[src/coverage_area_assigner_defines.svh]
// Assertion macros for the coverage area assigner.
// Users supply clk_i and rst_ni in scope; no other dependencies.
`ifndef COVERAGE_AREA_ASSIGNER_DEFINES_SVH
`define COVERAGE_AREA_ASSIGNER_DEFINES_SVH

// Same-cycle implication, sampled on the rising clock, off during reset
`define CAA_ASSERT_IMPL(label, ante, cons, msg) \
  label: assert property (@(posedge clk_i) disable iff (!rst_ni) (ante) |-> (cons)) \
    else $error(msg);

// Next-cycle implication, sampled on the rising clock, off during reset
`define CAA_ASSERT_NEXT(label, ante, cons, msg) \
  label: assert property (@(posedge clk_i) disable iff (!rst_ni) (ante) |=> (cons)) \
    else $error(msg);

`endif

[src/caa_pkg.sv]
// Shared types and constants of the coverage area assigner.
// No dependencies; used by the channel interfaces and the top level.
package caa_pkg;

  // Field widths
  localparam int unsigned COLS_W     = 7;
  localparam int unsigned ROWS_W     = 7;
  localparam int unsigned SPACING_W  = 10;
  localparam int unsigned GPA_W      = 8;
  localparam int unsigned ROBOT_W    = 8;
  localparam int unsigned COV_W      = 8;
  localparam int unsigned ID_W       = 7;
  localparam int unsigned CTR_W      = 16;
  localparam int unsigned TOT_W      = 14;
  localparam int unsigned DEP_W      = 2;
  localparam int unsigned CFG_IDX_W  = 2;
  localparam int unsigned CFG_DATA_W = 10;

  // Default sizes
  localparam int unsigned DEF_MAX_AREAS  = 64;
  localparam int unsigned DEF_MAX_ROBOTS = 16;

  // Register reset values
  localparam logic [COLS_W-1:0]    RST_COLUMNS = 7'd4;
  localparam logic [ROWS_W-1:0]    RST_ROWS    = 7'd4;
  localparam logic [SPACING_W-1:0] RST_SPACING = 10'd100;
  localparam logic [GPA_W-1:0]     RST_GRIDS   = 8'd4;

  // Input word kinds
  localparam logic KIND_START  = 1'b0;
  localparam logic KIND_REPORT = 1'b1;

  // Configuration register indexes
  typedef enum logic [CFG_IDX_W-1:0] {
    CFG_COLUMNS = 2'd0,
    CFG_ROWS    = 2'd1,
    CFG_SPACING = 2'd2,
    CFG_GRIDS   = 2'd3
  } cfg_idx_e;

  // One result word
  typedef struct packed {
    logic [ROBOT_W-1:0] target_robot;
    logic               assigned;
    logic [ID_W-1:0]    area_id;
    logic [CTR_W-1:0]   centre_x;
    logic [CTR_W-1:0]   centre_y;
    logic [TOT_W-1:0]   covered_total;
    logic [TOT_W-1:0]   grid_total;
    logic [DEP_W-1:0]   robots_deployed;
    logic               last;
  } result_t;

endpackage

[src/caa_in_if.sv]
// Input channel of the coverage area assigner: valid/ready plus request fields.
// Depends on caa_pkg for field widths.
interface caa_in_if import caa_pkg::*; ();
  logic               valid;
  logic               ready;
  logic               kind;
  logic [ROBOT_W-1:0] robot_no;
  logic [COV_W-1:0]   grids_done;

  modport source (output valid, kind, robot_no, grids_done, input ready);
  modport sink   (input valid, kind, robot_no, grids_done, output ready);
endinterface

[src/caa_out_if.sv]
// Output channel of the coverage area assigner: valid/ready plus result fields.
// Depends on caa_pkg for field widths.
interface caa_out_if import caa_pkg::*; ();
  logic               valid;
  logic               ready;
  logic [ROBOT_W-1:0] target_robot;
  logic               assigned;
  logic [ID_W-1:0]    area_id;
  logic [CTR_W-1:0]   centre_x;
  logic [CTR_W-1:0]   centre_y;
  logic [TOT_W-1:0]   covered_total;
  logic [TOT_W-1:0]   grid_total;
  logic [DEP_W-1:0]   robots_deployed;
  logic               last;

  modport source (output valid, target_robot, assigned, area_id, centre_x, centre_y,
                  covered_total, grid_total, robots_deployed, last, input ready);
  modport sink   (input valid, target_robot, assigned, area_id, centre_x, centre_y,
                  covered_total, grid_total, robots_deployed, last, output ready);
endinterface

[src/caa_ram.sv]
// Generic single-write, single-read RAM with registered read data.
// No dependencies.
module caa_ram #(
  parameter int unsigned WIDTH = 8,
  parameter int unsigned DEPTH = 64,
  localparam int unsigned AddrW = (DEPTH > 1) ? $clog2(DEPTH) : 1
) (
  input  logic                   clk_i,
  input  logic                   we_i,
  input  logic [AddrW-1:0]       waddr_i,
  input  logic [WIDTH-1:0]       wdata_i,
  input  logic                   re_i,
  input  logic [AddrW-1:0]       raddr_i,
  output logic [WIDTH-1:0]       rdata_o
);
  logic [WIDTH-1:0] mem_q [DEPTH];
  logic [WIDTH-1:0] rdata_q;

  // write port
  always_ff @(posedge clk_i) begin
    if (we_i) begin
      mem_q[waddr_i] <= wdata_i;
    end
  end

  // registered read port
  always_ff @(posedge clk_i) begin
    if (re_i) begin
      rdata_q <= mem_q[raddr_i];
    end
  end

  assign rdata_o = rdata_q;
endmodule

[src/coverage_area_assigner.sv]
// Coverage area assigner: area coverage table, robot assignment and deployment.
// Depends on caa_pkg, caa_in_if, caa_out_if, caa_ram and the assertion macros.
//
// Usage
//   in_i  : one word per request. kind selects start of deployment or a robot
//           coverage report (robot_no, grids_done).
//   out_o : result words. A start gives one or two words (robot 0, then robot 1
//           when more than one area exists); a report gives one word. The
//           final word of a request carries last = 1.
//   cfg_* : register writes (columns, rows, spacing, grids per area), to be
//           made only while the block is idle; the block itself leaves this to the user.
// Timing
//   A request passes the area count, grid total, table update, a scan of the n
//   entries (n being columns * rows, capped at MAX_AREAS) and the two centre
//   coordinates; a start repeats the centre steps for its second word. The scan
//   makes one RAM read a cycle through the single read port; the shared multiplier
//   serves the area count, grid total and the two centre coordinates.
//   in_i.ready is high only between requests; one request is handled at a time.
// Reset clears the coverage table (per-entry valid bits), all robot
// assignments, the deployment count and loads the register defaults. A
// stalled receiver holds the output word; the next request is accepted
// meanwhile and waits at its first word until the output register frees.
`include "coverage_area_assigner_defines.svh"

module coverage_area_assigner import caa_pkg::*; #(
  parameter int unsigned MAX_AREAS       = DEF_MAX_AREAS,
  parameter int unsigned MAX_ROBOT_COUNT = DEF_MAX_ROBOTS
) (
  input  logic                  clk_i,
  input  logic                  rst_ni,
  caa_in_if.sink                in_i,
  caa_out_if.source             out_o,
  input  logic                  cfg_we_i,
  input  logic [CFG_IDX_W-1:0]  cfg_idx_i,
  input  logic [CFG_DATA_W-1:0] cfg_data_i
);
  localparam int unsigned AW = $clog2(MAX_AREAS + 1);
  localparam int unsigned IW = (MAX_AREAS > 1) ? $clog2(MAX_AREAS) : 1;
  localparam int unsigned RW = $clog2(MAX_ROBOT_COUNT);
  localparam int unsigned MW = (AW > 8) ? AW : 8;
  localparam int unsigned PW = MW + SPACING_W;

  typedef enum logic [2:0] {
    ST_IDLE,
    ST_COUNT,
    ST_GRID,
    ST_UPDATE,
    ST_SCAN,
    ST_CX,
    ST_CY
  } state_e;

  state_e state_q, state_d;

  // configuration
  logic [COLS_W-1:0]    cols_q, cols_d;
  logic [ROWS_W-1:0]    rows_q, rows_d;
  logic [SPACING_W-1:0] spacing_q, spacing_d;
  logic [GPA_W-1:0]     gpa_q, gpa_d;

  // request word
  logic               kind_q, kind_d;
  logic [ROBOT_W-1:0] robot_q, robot_d;
  logic [COV_W-1:0]   covered_q, covered_d;

  // sequencer working registers
  logic [AW-1:0]     n_q, n_d;
  logic [TOT_W-1:0]  grid_q, grid_d;
  logic [AW-1:0]     s_q, s_d;
  logic [TOT_W-1:0]  sum_q, sum_d;
  logic [COLS_W-1:0] col_q, col_d;
  logic [IW-1:0]     row_q, row_d;
  logic              found_q, found_d;
  logic [IW-1:0]     fidx_q, fidx_d;
  logic [COLS_W-1:0] fcol_q, fcol_d;
  logic [IW-1:0]     frow_q, frow_d;
  logic [COLS_W-1:0] lcol_q, lcol_d;
  logic [IW-1:0]     lrow_q, lrow_d;
  logic              res_q, res_d;
  logic [CTR_W-1:0]  cx_q, cx_d;
  logic [DEP_W-1:0]  dep_q, dep_d;
  logic              rd_vld_q, rd_vld_d;

  // output register
  logic    out_valid_q, out_valid_d;
  result_t out_q, out_d;

  // state tables
  logic [MAX_AREAS-1:0] cov_vld_q;
  logic [AW-1:0]        robot_area_q [MAX_ROBOT_COUNT];

  // shared multiplier
  logic [MW-1:0]        mul_a;
  logic [SPACING_W-1:0] mul_b;
  logic [PW-1:0]        mul_p;

  // RAM port
  logic             ram_we, ram_re;
  logic [IW-1:0]    ram_waddr, ram_raddr;
  logic [COV_W-1:0] ram_rdata;

  // table write controls
  logic          ra0_we, ra1_we, rar_we;
  logic [AW-1:0] rar_wdata;

  // helpers
  logic              robot_ok;
  logic [AW-1:0]     ra_cur;
  logic [COV_W-1:0]  scan_val;
  logic              out_free;
  logic [ROBOT_W-1:0] sel_robot;
  logic              sel_ok;
  logic [IW-1:0]     sel_idx;
  logic [COLS_W-1:0] sel_col;
  logic [IW-1:0]     sel_row;
  logic              sel_last;
  logic              out_no_area;
  logic              out_pair_head;

  assign mul_p    = PW'(mul_a) * PW'(mul_b);
  assign robot_ok = {24'd0, robot_q} < 32'(MAX_ROBOT_COUNT);
  assign ra_cur   = robot_area_q[robot_q[RW-1:0]];
  assign scan_val = rd_vld_q ? ram_rdata : '0;
  assign out_free = !out_valid_q || out_o.ready;

  caa_ram #(
    .WIDTH (COV_W),
    .DEPTH (MAX_AREAS)
  ) u_cov_ram (
    .clk_i   (clk_i),
    .we_i    (ram_we),
    .waddr_i (ram_waddr),
    .wdata_i (covered_q),
    .re_i    (ram_re),
    .raddr_i (ram_raddr),
    .rdata_o (ram_rdata)
  );

  // result selection: which robot, area and position the next word describes
  always_comb begin
    if (kind_q == KIND_START) begin
      if (!res_q) begin
        sel_robot = '0;
        sel_ok    = (n_q != '0);
        sel_idx   = '0;
        sel_col   = '0;
        sel_row   = '0;
        sel_last  = !(n_q > AW'(1));
      end else begin
        sel_robot = ROBOT_W'(1);
        sel_ok    = 1'b1;
        sel_idx   = IW'(n_q - AW'(1));
        sel_col   = lcol_q;
        sel_row   = lrow_q;
        sel_last  = 1'b1;
      end
    end else begin
      sel_robot = robot_q;
      sel_ok    = found_q;
      sel_idx   = fidx_q;
      sel_col   = fcol_q;
      sel_row   = frow_q;
      sel_last  = 1'b1;
    end
  end

  // sequencer next-state logic
  always_comb begin
    state_d     = state_q;
    cols_d      = cols_q;
    rows_d      = rows_q;
    spacing_d   = spacing_q;
    gpa_d       = gpa_q;
    kind_d      = kind_q;
    robot_d     = robot_q;
    covered_d   = covered_q;
    n_d         = n_q;
    grid_d      = grid_q;
    s_d         = s_q;
    sum_d       = sum_q;
    col_d       = col_q;
    row_d       = row_q;
    found_d     = found_q;
    fidx_d      = fidx_q;
    fcol_d      = fcol_q;
    frow_d      = frow_q;
    lcol_d      = lcol_q;
    lrow_d      = lrow_q;
    res_d       = res_q;
    cx_d        = cx_q;
    dep_d       = dep_q;
    rd_vld_d    = 1'b0;
    out_valid_d = out_valid_q && !out_o.ready;
    out_d       = out_q;
    mul_a       = '0;
    mul_b       = '0;
    ram_we      = 1'b0;
    ram_waddr   = '0;
    ram_re      = 1'b0;
    ram_raddr   = '0;
    ra0_we      = 1'b0;
    ra1_we      = 1'b0;
    rar_we      = 1'b0;
    rar_wdata   = '0;

    // register writes
    if (cfg_we_i) begin
      case (cfg_idx_e'(cfg_idx_i))
        CFG_COLUMNS: cols_d    = cfg_data_i[COLS_W-1:0];
        CFG_ROWS:    rows_d    = cfg_data_i[ROWS_W-1:0];
        CFG_SPACING: spacing_d = cfg_data_i[SPACING_W-1:0];
        CFG_GRIDS:   gpa_d     = cfg_data_i[GPA_W-1:0];
        default: ;
      endcase
    end

    case (state_q)
      ST_IDLE: begin
        if (in_i.valid) begin
          kind_d    = in_i.kind;
          robot_d   = in_i.robot_no;
          covered_d = in_i.grids_done;
          state_d   = ST_COUNT;
        end
      end

      // area count, capped
      ST_COUNT: begin
        mul_a = MW'(cols_q);
        mul_b = SPACING_W'(rows_q);
        n_d   = (mul_p > PW'(MAX_AREAS)) ? AW'(MAX_AREAS) : AW'(mul_p);
        state_d = ST_GRID;
      end

      // total grid count
      ST_GRID: begin
        mul_a   = MW'(n_q);
        mul_b   = SPACING_W'(gpa_q);
        grid_d  = mul_p[TOT_W-1:0];
        state_d = ST_UPDATE;
      end

      // store the reported count in the robot's current area
      ST_UPDATE: begin
        if (kind_q == KIND_REPORT && robot_ok && ra_cur != '0 && ra_cur <= n_q) begin
          ram_we    = 1'b1;
          ram_waddr = IW'(ra_cur - AW'(1));
        end
        s_d     = '0;
        sum_d   = '0;
        col_d   = '0;
        row_d   = '0;
        found_d = 1'b0;
        fidx_d  = '0;
        fcol_d  = '0;
        frow_d  = '0;
        lcol_d  = '0;
        lrow_d  = '0;
        state_d = ST_SCAN;
      end

      // one read issued and one entry summed per cycle
      ST_SCAN: begin
        if (s_q < n_q) begin
          ram_re    = 1'b1;
          ram_raddr = s_q[IW-1:0];
          rd_vld_d  = cov_vld_q[s_q[IW-1:0]];
        end
        if (s_q != '0) begin
          sum_d = sum_q + TOT_W'(scan_val);
          if (scan_val == '0 && !found_q) begin
            found_d = 1'b1;
            fidx_d  = IW'(s_q - AW'(1));
            fcol_d  = col_q;
            frow_d  = row_q;
          end
          lcol_d = col_q;
          lrow_d = row_q;
          if ((8'(col_q) + 8'd1) == 8'(cols_q)) begin
            col_d = '0;
            row_d = row_q + IW'(1);
          end else begin
            col_d = col_q + COLS_W'(1);
          end
        end
        if (s_q == n_q) begin
          res_d   = 1'b0;
          state_d = ST_CX;
          if (kind_q == KIND_START) begin
            if (n_q == '0) begin
              dep_d = '0;
            end else if (n_q > AW'(1)) begin
              ra0_we = 1'b1;
              ra1_we = 1'b1;
              dep_d  = DEP_W'(2);
            end else begin
              ra0_we = 1'b1;
              dep_d  = DEP_W'(1);
            end
          end else if (found_d && robot_ok) begin
            rar_we    = 1'b1;
            rar_wdata = AW'(fidx_d) + AW'(1);
          end
        end else begin
          s_d = s_q + AW'(1);
        end
      end

      // centre x of the selected area
      ST_CX: begin
        mul_a   = MW'(sel_col);
        mul_b   = spacing_q;
        cx_d    = CTR_W'(mul_p + PW'(spacing_q >> 1));
        state_d = ST_CY;
      end

      // centre y, then load the output word once the register is free
      ST_CY: begin
        mul_a = MW'(sel_row);
        mul_b = spacing_q;
        if (out_free) begin
          out_valid_d           = 1'b1;
          out_d.target_robot    = sel_robot;
          out_d.assigned        = sel_ok;
          out_d.area_id         = sel_ok ? ID_W'(32'(sel_idx) + 32'd1) : '0;
          out_d.centre_x        = sel_ok ? cx_q : '0;
          out_d.centre_y        = sel_ok ? CTR_W'(mul_p + PW'(spacing_q >> 1)) : '0;
          out_d.covered_total   = sum_q;
          out_d.grid_total      = grid_q;
          out_d.robots_deployed = dep_q;
          out_d.last            = sel_last;
          if (sel_last) begin
            state_d = ST_IDLE;
          end else begin
            res_d   = 1'b1;
            state_d = ST_CX;
          end
        end
      end

      default: state_d = ST_IDLE;
    endcase
  end

  // control state and registered outputs
  always_ff @(posedge clk_i or negedge rst_ni) begin
    if (!rst_ni) begin
      state_q     <= ST_IDLE;
      cols_q      <= RST_COLUMNS;
      rows_q      <= RST_ROWS;
      spacing_q   <= RST_SPACING;
      gpa_q       <= RST_GRIDS;
      n_q         <= '0;
      s_q         <= '0;
      found_q     <= 1'b0;
      res_q       <= 1'b0;
      dep_q       <= '0;
      rd_vld_q    <= 1'b0;
      out_valid_q <= 1'b0;
      cov_vld_q   <= '0;
      for (int r = 0; r < MAX_ROBOT_COUNT; r++) begin
        robot_area_q[r] <= '0;
      end
    end else begin
      state_q     <= state_d;
      cols_q      <= cols_d;
      rows_q      <= rows_d;
      spacing_q   <= spacing_d;
      gpa_q       <= gpa_d;
      n_q         <= n_d;
      s_q         <= s_d;
      found_q     <= found_d;
      res_q       <= res_d;
      dep_q       <= dep_d;
      rd_vld_q    <= rd_vld_d;
      out_valid_q <= out_valid_d;
      if (ram_we) begin
        cov_vld_q[ram_waddr] <= 1'b1;
      end
      if (ra0_we) begin
        robot_area_q[0] <= AW'(1);
      end
      if (ra1_we) begin
        robot_area_q[1] <= n_q;
      end
      if (rar_we) begin
        robot_area_q[robot_q[RW-1:0]] <= rar_wdata;
      end
    end
  end

  // payload registers
  always_ff @(posedge clk_i) begin
    kind_q    <= kind_d;
    robot_q   <= robot_d;
    covered_q <= covered_d;
    grid_q    <= grid_d;
    sum_q     <= sum_d;
    col_q     <= col_d;
    row_q     <= row_d;
    fidx_q    <= fidx_d;
    fcol_q    <= fcol_d;
    frow_q    <= frow_d;
    lcol_q    <= lcol_d;
    lrow_q    <= lrow_d;
    cx_q      <= cx_d;
    out_q     <= out_d;
  end

  // channel ports
  assign in_i.ready            = (state_q == ST_IDLE);
  assign out_o.valid           = out_valid_q;
  assign out_o.target_robot    = out_q.target_robot;
  assign out_o.assigned        = out_q.assigned;
  assign out_o.area_id         = out_q.area_id;
  assign out_o.centre_x        = out_q.centre_x;
  assign out_o.centre_y        = out_q.centre_y;
  assign out_o.covered_total   = out_q.covered_total;
  assign out_o.grid_total      = out_q.grid_total;
  assign out_o.robots_deployed = out_q.robots_deployed;
  assign out_o.last            = out_q.last;

  // terms for the checks below
  assign out_no_area   = (out_q.area_id == '0) && (out_q.centre_x == '0) &&
                         (out_q.centre_y == '0);
  assign out_pair_head = (out_q.target_robot == '0) && out_q.assigned;

  // checks
  `CAA_ASSERT_NEXT(a_busy_after_accept, in_i.valid && in_i.ready, !in_i.ready, "ready after accept")
  `CAA_ASSERT_IMPL(a_scan_bound, state_q == ST_SCAN, s_q <= n_q, "scan ran past area count")
  `CAA_ASSERT_IMPL(a_unassigned_clear, out_o.valid && !out_o.assigned, out_no_area, "stray area")
  `CAA_ASSERT_IMPL(a_first_of_pair, out_o.valid && !out_o.last, out_pair_head, "bad first word")

endmodule

[src/flat_wrapper.sv]
// flat-port wrapper written by rule: the top's interface ports become plain ports
module coverage_area_assigner_flat import caa_pkg::*;
#(
  parameter int unsigned MAX_AREAS       = DEF_MAX_AREAS,
  parameter int unsigned MAX_ROBOT_COUNT = DEF_MAX_ROBOTS
)
  (clk_i, rst_ni, cfg_we_i, cfg_idx_i, cfg_data_i, in_i_valid, in_i_kind, in_i_robot_no, in_i_grids_done, in_i_ready, out_o_valid, out_o_target_robot, out_o_assigned, out_o_area_id, out_o_centre_x, out_o_centre_y, out_o_covered_total, out_o_grid_total, out_o_robots_deployed, out_o_last, out_o_ready);
  caa_in_if in_i_i ();
  caa_out_if out_o_i ();
  input  logic clk_i;
  input  logic rst_ni;
  input  logic cfg_we_i;
  input  logic [CFG_IDX_W-1:0] cfg_idx_i;
  input  logic [CFG_DATA_W-1:0] cfg_data_i;
  input wire logic [$bits(in_i_i.valid)-1:0] in_i_valid;
  input wire logic [$bits(in_i_i.kind)-1:0] in_i_kind;
  input wire logic [$bits(in_i_i.robot_no)-1:0] in_i_robot_no;
  input wire logic [$bits(in_i_i.grids_done)-1:0] in_i_grids_done;
  output wire logic [$bits(in_i_i.ready)-1:0] in_i_ready;
  output wire logic [$bits(out_o_i.valid)-1:0] out_o_valid;
  output wire logic [$bits(out_o_i.target_robot)-1:0] out_o_target_robot;
  output wire logic [$bits(out_o_i.assigned)-1:0] out_o_assigned;
  output wire logic [$bits(out_o_i.area_id)-1:0] out_o_area_id;
  output wire logic [$bits(out_o_i.centre_x)-1:0] out_o_centre_x;
  output wire logic [$bits(out_o_i.centre_y)-1:0] out_o_centre_y;
  output wire logic [$bits(out_o_i.covered_total)-1:0] out_o_covered_total;
  output wire logic [$bits(out_o_i.grid_total)-1:0] out_o_grid_total;
  output wire logic [$bits(out_o_i.robots_deployed)-1:0] out_o_robots_deployed;
  output wire logic [$bits(out_o_i.last)-1:0] out_o_last;
  input wire logic [$bits(out_o_i.ready)-1:0] out_o_ready;
  assign in_i_i.valid = in_i_valid;
  assign in_i_i.kind = in_i_kind;
  assign in_i_i.robot_no = in_i_robot_no;
  assign in_i_i.grids_done = in_i_grids_done;
  assign in_i_ready = in_i_i.ready;
  assign out_o_valid = out_o_i.valid;
  assign out_o_target_robot = out_o_i.target_robot;
  assign out_o_assigned = out_o_i.assigned;
  assign out_o_area_id = out_o_i.area_id;
  assign out_o_centre_x = out_o_i.centre_x;
  assign out_o_centre_y = out_o_i.centre_y;
  assign out_o_covered_total = out_o_i.covered_total;
  assign out_o_grid_total = out_o_i.grid_total;
  assign out_o_robots_deployed = out_o_i.robots_deployed;
  assign out_o_last = out_o_i.last;
  assign out_o_i.ready = out_o_ready;
  coverage_area_assigner #(.MAX_AREAS(MAX_AREAS), .MAX_ROBOT_COUNT(MAX_ROBOT_COUNT)) u_core (.clk_i(clk_i), .rst_ni(rst_ni), .in_i(in_i_i), .out_o(out_o_i), .cfg_we_i(cfg_we_i), .cfg_idx_i(cfg_idx_i), .cfg_data_i(cfg_data_i));
endmodule
[config.mk]
export PLATFORM = sky130hd
export DESIGN_NAME = coverage_area_assigner_flat
export DESIGN_NICKNAME = d
export VERILOG_FILES = /design/src/caa_pkg.sv /design/src/caa_in_if.sv /design/src/caa_out_if.sv /design/src/caa_ram.sv /design/src/coverage_area_assigner.sv /design/src/flat_wrapper.sv
export VERILOG_INCLUDE_DIRS = /design/src /design/src/src
export SDC_FILE = /design/constraint.sdc
export NUM_CORES = 2
export LEC_CHECK = 0
export BUFFER_PORTS_ARGS = -buffer_cell sky130_fd_sc_hd__buf_2
export CAP_MARGIN = 10
export CORE_MARGIN = 2
export CORE_UTILIZATION = 35
export CTS_CLUSTER_DIAMETER = 150
export CTS_CLUSTER_SIZE = 14
export DETAILED_ROUTE_END_ITERATION = 16
export GPL_TIMING_DRIVEN = 0
export SETUP_SLACK_MARGIN = 0.02
export SLEW_MARGIN = 20
export SYNTH_ARGS = -nofsm -noshare
export SYNTH_HDL_FRONTEND = slang
export SYNTH_SLANG_ARGS = --single-unit
[constraint.sdc]
create_clock -name clk_i -period 9 [get_ports clk_i]
set_clock_uncertainty 0.05 [all_clocks]
set_input_delay 2.25 -clock clk_i [delete_from_list [all_inputs] [get_ports clk_i]]
set_output_delay 2.25 -clock clk_i [all_outputs]
set_load 0.01 [all_outputs]
# Word-level counts from Yosys, hierarchy flattened

Memory sizes are Yosys's and may differ from the RTL's. A register that Yosys moved wholly into a read port is not among the register bits.
Cells that the tools add are included.

Flip-flop bits (word level): 416
Bits in writable memories: 512
Input bits: 34
Output and inout bits: 81
Memories: 1

$add $sub $neg: 11
$mul: 1
$lt $le $gt $ge: 10
Equal/unequal tests: 19
Multiplexer cells: 99
Bitwise gates (word level): 3
Reductions and logical operators: 36

Memory list:

| memory                 | depth | bits a word | rd ports | clocked after memory_dff | wr ports | line          | RTL |
|---|---|---|---|---|---|---|---|
| u_core.u_cov_ram.mem_q | 64    | 8           | 1        | 1                        | 1        | caa_ram.sv:16 | `logic [WIDTH-1:0] mem_q [DEPTH];` |

Operators with widths:

| cell                | count |
|---|---|
| $mux 7              | 18 |
| $bwmux 112          | 1 |
| $mux 112            | 1 |
| $mux 6              | 16 |
| $or 64x64->64       | 1 |
| $pmux 7 s2          | 4 |
| $pmux 6 s2          | 4 |
| $mux 1              | 36 |
| $pmux 10 s3         | 1 |
| $bmux 7 s4          | 1 |
| $demux 7 s4         | 1 |
| $pmux 14 s2         | 1 |
| $pmux 7 s4          | 1 |
| $pmux 3 s7          | 1 |
| $reduce_bool 7->1   | 3 |
| $sub 6x1->6 const B | 3 |
| $gt 17x7->1 const B | 1 |
| $mul 7x10->17       | 1 |
| $add 16x9->16       | 1 |
| $mux 8              | 2 |
| $reduce_and 2->1    | 8 |
| $add 14x8->14       | 1 |
| $add 6x1->7 const B | 2 |
| $add 7x1->7 const B | 2 |
| 38 further kinds    | 68 |

# Depth between registers and ports, before layout

Depth in word-level cells: 14
Gate-level depth with buffers: 26
Gate-level depth less buffers: 25

# Cells and area by module

Synthesis repeated with hierarchy kept, for this count alone.

Cell total of the unflattened synthesis: 2764
Area total of the unflattened synthesis: 41876.4 um2

By module, submodules not included:

| module                 | instances | cells each | area an instance (um2) |
|---|---|---|---|
| coverage_area_assigner | 1         | 1824       | 21625.7 |
| caa_ram                | 1         | 940        | 20250.7 |

# Worst setup path before layout

Ideal clock, no wire load.

Kind: register to register
Start: register u_core.state_q[0]
End: register u_core.out_q, in the netlist u_core.out_o.centre_y[14], data pin
Arrival time: 6071 ps
Required time: 8802 ps
Path slack: 2731 ps
Stages on the path, launching flop included: 22
Period minus slack after synthesis: 6269 ps
Path through: dfrtp_1 clkbuf_1 nor2_1 clkbuf_1 a22oi_1 o22a_1 clkbuf_1 or2_2 fa_1 fa_1 inv_1 fa_1 fa_1 ha_1 o21a_1 o31a_1 o31ai_1 a21oi_1 a311oi_1 nand4_1 or3_1 a21oi_1

Word-level cells in the longest chain between the ends: 5
Elaborated cells between the ends (all ways): 9
Those cells by class: add/sub (1); mul (1); eq/ne (4); mux (2); reduce/logical (1)

RTL lines:

| element                    | line                          | RTL |
|---|---|---|
| start: declaration         | coverage_area_assigner.sv:53  | `state_e state_q, state_d;` |
| start signal: assignment   | coverage_area_assigner.sv:365 | `state_q <= state_d;` |
| $eq 3x3->1                 | coverage_area_assigner.sv:217 | `case (state_q)` |
| $reduce_or 2->1 (no line)  | --                            |  |
| $pmux 10 s3                | coverage_area_assigner.sv:217 |  |
| $mul 7x10->17 *            | coverage_area_assigner.sv:120 | `assign mul_p = PW'(mul_a) * PW'(mul_b);` |
| named net u_core.mul_p[12] | coverage_area_assigner.sv:95  | `logic [PW-1:0] mul_p;` |
| $add 16x9->16 *            | coverage_area_assigner.sv:327 | `out_d.centre_y = sel_ok ? CTR_W'(mul_p + PW'(spacing_q >> 1)) : '0;` |
| end signal: assignment     | coverage_area_assigner.sv:407 | `out_q <= out_d;` |
| end: declaration           | coverage_area_assigner.sv:86  | `result_t out_q, out_d;` |

Mark *: on every way through the listed nets, which the timed path passes. The rest lies on a longest branch.
A chain may end at the register's enable or synchronous reset.

# Worst setup path after layout

Ends and elaborated chain as after synthesis.

==> flow_summary.json <==
{
  "area_growth_pct": 13.0,
  "grt_pass1_vias": 26100,
  "drtAntennaViolNets": 0,
  "hold_class": "flip-flop to flip-flop",
  "power.internal_mw": 7.98,
  "finalHoldViolCount": 0,
  "cpPeakStageDelay_ns": 0.78,
  "r2r-start": "u_core.state_q[0]$_DFFE_PN0P_",
  "cts.htree.levels": 3,
  "p_sw_mw": 4.25,
  "fmax_mhz": 127,
  "wirelength_um": 113000,
  "r2r-end": "u_core.out_o.centre_y[14]$_SDFFCE_PN0P_",
  "crit_chain": "clkbuf_1, nor2_1, clkbuf_1, a22oi_1, nor2_1, a31oi_1, nor2_1, fa_1, inv_1, fa_1, inv_1, fa_1, fa_1, ha_1, o21a_1, o31a_1, o31ai_1, a21oi_1, a311oi_1, nand4_1, or3_1, a21oi_1",
  "dp_hpwl_um": 81200,
  "synth-edff-count": 705,
  "syn_nets": 3178,
  "vias": 26400,
  "clock_sinks": 936,
  "postSynthAreaPerCell_sq_um": 13.8,
  "postCtsHoldBufs": 0,
  "placementRows": 126,
  "worstMarginPinSlew_ns": 1.21,
  "grt_usage": 0.184,
  "layout_common_cells": "705 x edfxtp_1, 276 x nand2_1, 225 x dfrtp_1, 209 x nor2_1, 198 x o21ai_0",
  "cp.depth": 22,
  "synth_cell_type_count": 81,
  "critPathMaxFanout": 10,
  "die_w_um": 349,
  "period_needed_ns": 7.89,
  "cp.required_ns": 9.42,
  "finalNetCount": 3407,
  "startpoint": "u_core.state_q[0]$_DFFE_PN0P_",
  "path_class": "flip-flop to flip-flop",
  "post-route-period-util": 0.877,
  "final_common_cell": "edfxtp_1",
  "switching_share": 0.348,
  "drt_iter0_drc": 2645,
  "p_comb_frac": 0.302,
  "drv_cap": 0,
  "die_area_sq_um": 122000,
  "die-height_um": 349,
  "r2r_slack_ns": 1.11,
  "rsz0062_at_grt": "false",
  "pwr-share-seq": 0.440,
  "core_sq_um": 118000,
  "powerDensity_nw_per_um2": 260,
  "nFillCells": 10900,
  "syn_area_sq_um": 41600,
  "total_power_mw": 12.2,
  "clk_latency_ns": 0.66,
  "cts_tree": "yes",
  "drive_gt1_frac": 0.140,
  "path_common_cell": "fa_1",
  "cts-resized-gates": 0,
  "crit_buf_inv": 4,
  "post-cts-setup-buffers": 0,
  "power_frac_clock": 0.258,
  "initial_core_util": 0.353,
  "leakage_nw": 17.1,
  "relSlewSlack": 0.188,
  "finalMaxSlewViolations": 0,
  "async_flop_share": 0.247,
  "grt_antenna_before_repair": 1,
  "place.gp.congestion": 0.886,
  "cpMaxStageDelayCell": "a311oi_1",
  "setup_viol": 0,
  "grt_max_degree": 88,
  "wl_per_cell_um": 23.3,
  "ir_drop_v": 0.000156,
  "tns_ns": 0,
  "root_buffer": "clkbuf_16",
  "grt_pass1_wl_um": 168000,
  "netlist_instances": 3027,
  "synth_warnings": 0,
  "path_delay_family": "compound AO/OA/AOI/OAI gates",
  "clk_path_buf_depth": 3,
  "first_pass_iters": 6,
  "portBuffers": 114,
  "reg2reg_depth": 22,
  "ios": 115,
  "critPathLaunchType": "flip-flop",
  "drcViolationCount": 0,
  "via_per_inst": 5.47,
  "cts_buffers": 76,
  "synth_flop_cell": "edfxtp_1",
  "endpoint_kind": "flip-flop",
  "cts.clk_slew.worst_paths_ns": 0.08,
  "grt_overflow": 0,
  "ys_seq_elements": 936,
  "crit_end": "u_core.out_o.centre_y[14]$_SDFFCE_PN0P_",
  "arrival_ns": 8.31,
  "seq_area_frac_synth": 0.648,
  "status": "completed"
}
==> how the worst min path moves through the flow <==
stage / endpoint / slack (ns) / cells past startpoint / start
5_1_grt: u_core.out_o.grid_total[13]$_DFFE_PP_ / 0.38 / 0 / u_core.grid_q[13]$_DFFE_PN_
3_5_place_dp: u_core.out_o.grid_total[2]$_DFFE_PP_ / 0.36 / 0 / u_core.grid_q[2]$_DFFE_PN_
2_1_floorplan: u_core.out_o.grid_total[0]$_DFFE_PP_ / 0.35 / 0 / u_core.grid_q[0]$_DFFE_PN_
6_report: u_core.out_o.grid_total[11]$_DFFE_PP_ / 0.37 / 0 / u_core.grid_q[11]$_DFFE_PN_
4_1_cts: u_core.out_o.grid_total[11]$_DFFE_PP_ / 0.37 / 0 / u_core.grid_q[11]$_DFFE_PN_
3_3_place_gp: u_core.out_o.grid_total[2]$_DFFE_PP_ / 0.35 / 0 / u_core.grid_q[2]$_DFFE_PN_
==> worst register-to-register path, cell delays in order, from the launching register on <==
cell and delay (ns):
dfrtp_1 0.40, clkbuf_1 0.35, nor2_1 0.15, clkbuf_1 0.28, a22oi_1 0.39, nor2_1 0.08, a31oi_1 0.76, nor2_1 0.16
fa_1 0.57, inv_1 0.05, fa_1 0.47, inv_1 0.05, fa_1 0.50, fa_1 0.49, ha_1 0.36, o21a_1 0.12
o31a_1 0.14, o31ai_1 0.46, a21oi_1 0.14, a311oi_1 0.78, nand4_1 0.28, or3_1 0.46, a21oi_1 0.20
==> layout make-up <==
cell class              instances  area [sq um]  share of cell area
diodes                          1          2.50           0.0000532
plain buffers                 157           651              0.0138
clock buffers                 112          2050              0.0435
clock inverters                 7           145             0.00309
inverters                      78           293             0.00622
multi-input cells            1856         13800               0.293
flip-flops and latches        936         27000               0.573
well taps                    1536          1920              0.0409
repair buffers                151          1220              0.0259
==> synth_stat cells, types with 19 or more instances <==
| cell | instances | area [sq um] |
|---|---|---|
| xor2_1 | 24 | 210 |
| o21bai_1 | 64 | 480 |
| mux4_2 | 84 | 1890 |
| a211o_1 | 19 | 166 |
| edfxtp_1 | 705 | 21200 |
| and3_1 | 24 | 150 |
| a22oi_1 | 28 | 210 |
| a21oi_1 | 118 | 591 |
| clkbuf_1 | 126 | 473 |
| mux2_2 | 69 | 777 |
| mux2i_1 | 79 | 791 |
| o21ai_0 | 200 | 1000 |
| a211oi_1 | 21 | 158 |
| nand3_1 | 59 | 295 |
| ha_1 | 76 | 951 |
| inv_1 | 75 | 282 |
| fa_1 | 41 | 821 |
| nor2b_1 | 21 | 131 |
| nor3_1 | 43 | 215 |
| xnor2_1 | 39 | 342 |
| nand2_1 | 276 | 1040 |
| and2_1 | 77 | 482 |
| nor2_1 | 209 | 785 |
| dfrtp_1 | 225 | 5630 |
==> layer usage <==
metal	GRT usage	part of all wire	vias up
met3	0.0282	0.069	157
met2	0.301	0.48	966
met4	0.0537	0.026	0
li1	-	-	11800
met5	0	0	-
met1	0.253	0.43	13500
==> per-stage QoR <==
stage	std cells	utilization	worst slack, ns	hold WS, ns	area [sq um]
CTS	4832	0.398	1.27	0.373	47000
finish	4834	0.398	1.11	0.369	47000
detailed placement	4713	0.380	1.31	0.356	44800
global placement	4677	0.374	0.846	0.355	44100
floorplan	3027	-	2.73	0.350	41600
global route	4833	0.398	0.762	0.379	47000
==> kinds of logic after synthesis <==
logic type                 share of synthesized area
DFF                                            0.648
and+or+nand+nor                               0.0942
AOI/OAI and AO/OA                             0.0966
buffers and inverters                         0.0226
muxes                                         0.0831
adders and majority gates                     0.0426
xor gates and xnor gates                      0.0133
==> power by group through the flow <==
stage	Clock (mW)	Sequential, mW	Combinational [mW]
after global routing	3.36	5.41	4.02
after global placement	0	5.62	3.41
final	3.15	5.38	3.70
after floorplan	0	5.47	2.23
after detailed placement	0	5.47	3.69
after CTS	3.21	5.39	3.70
Power figures use the tool's default switching activity.
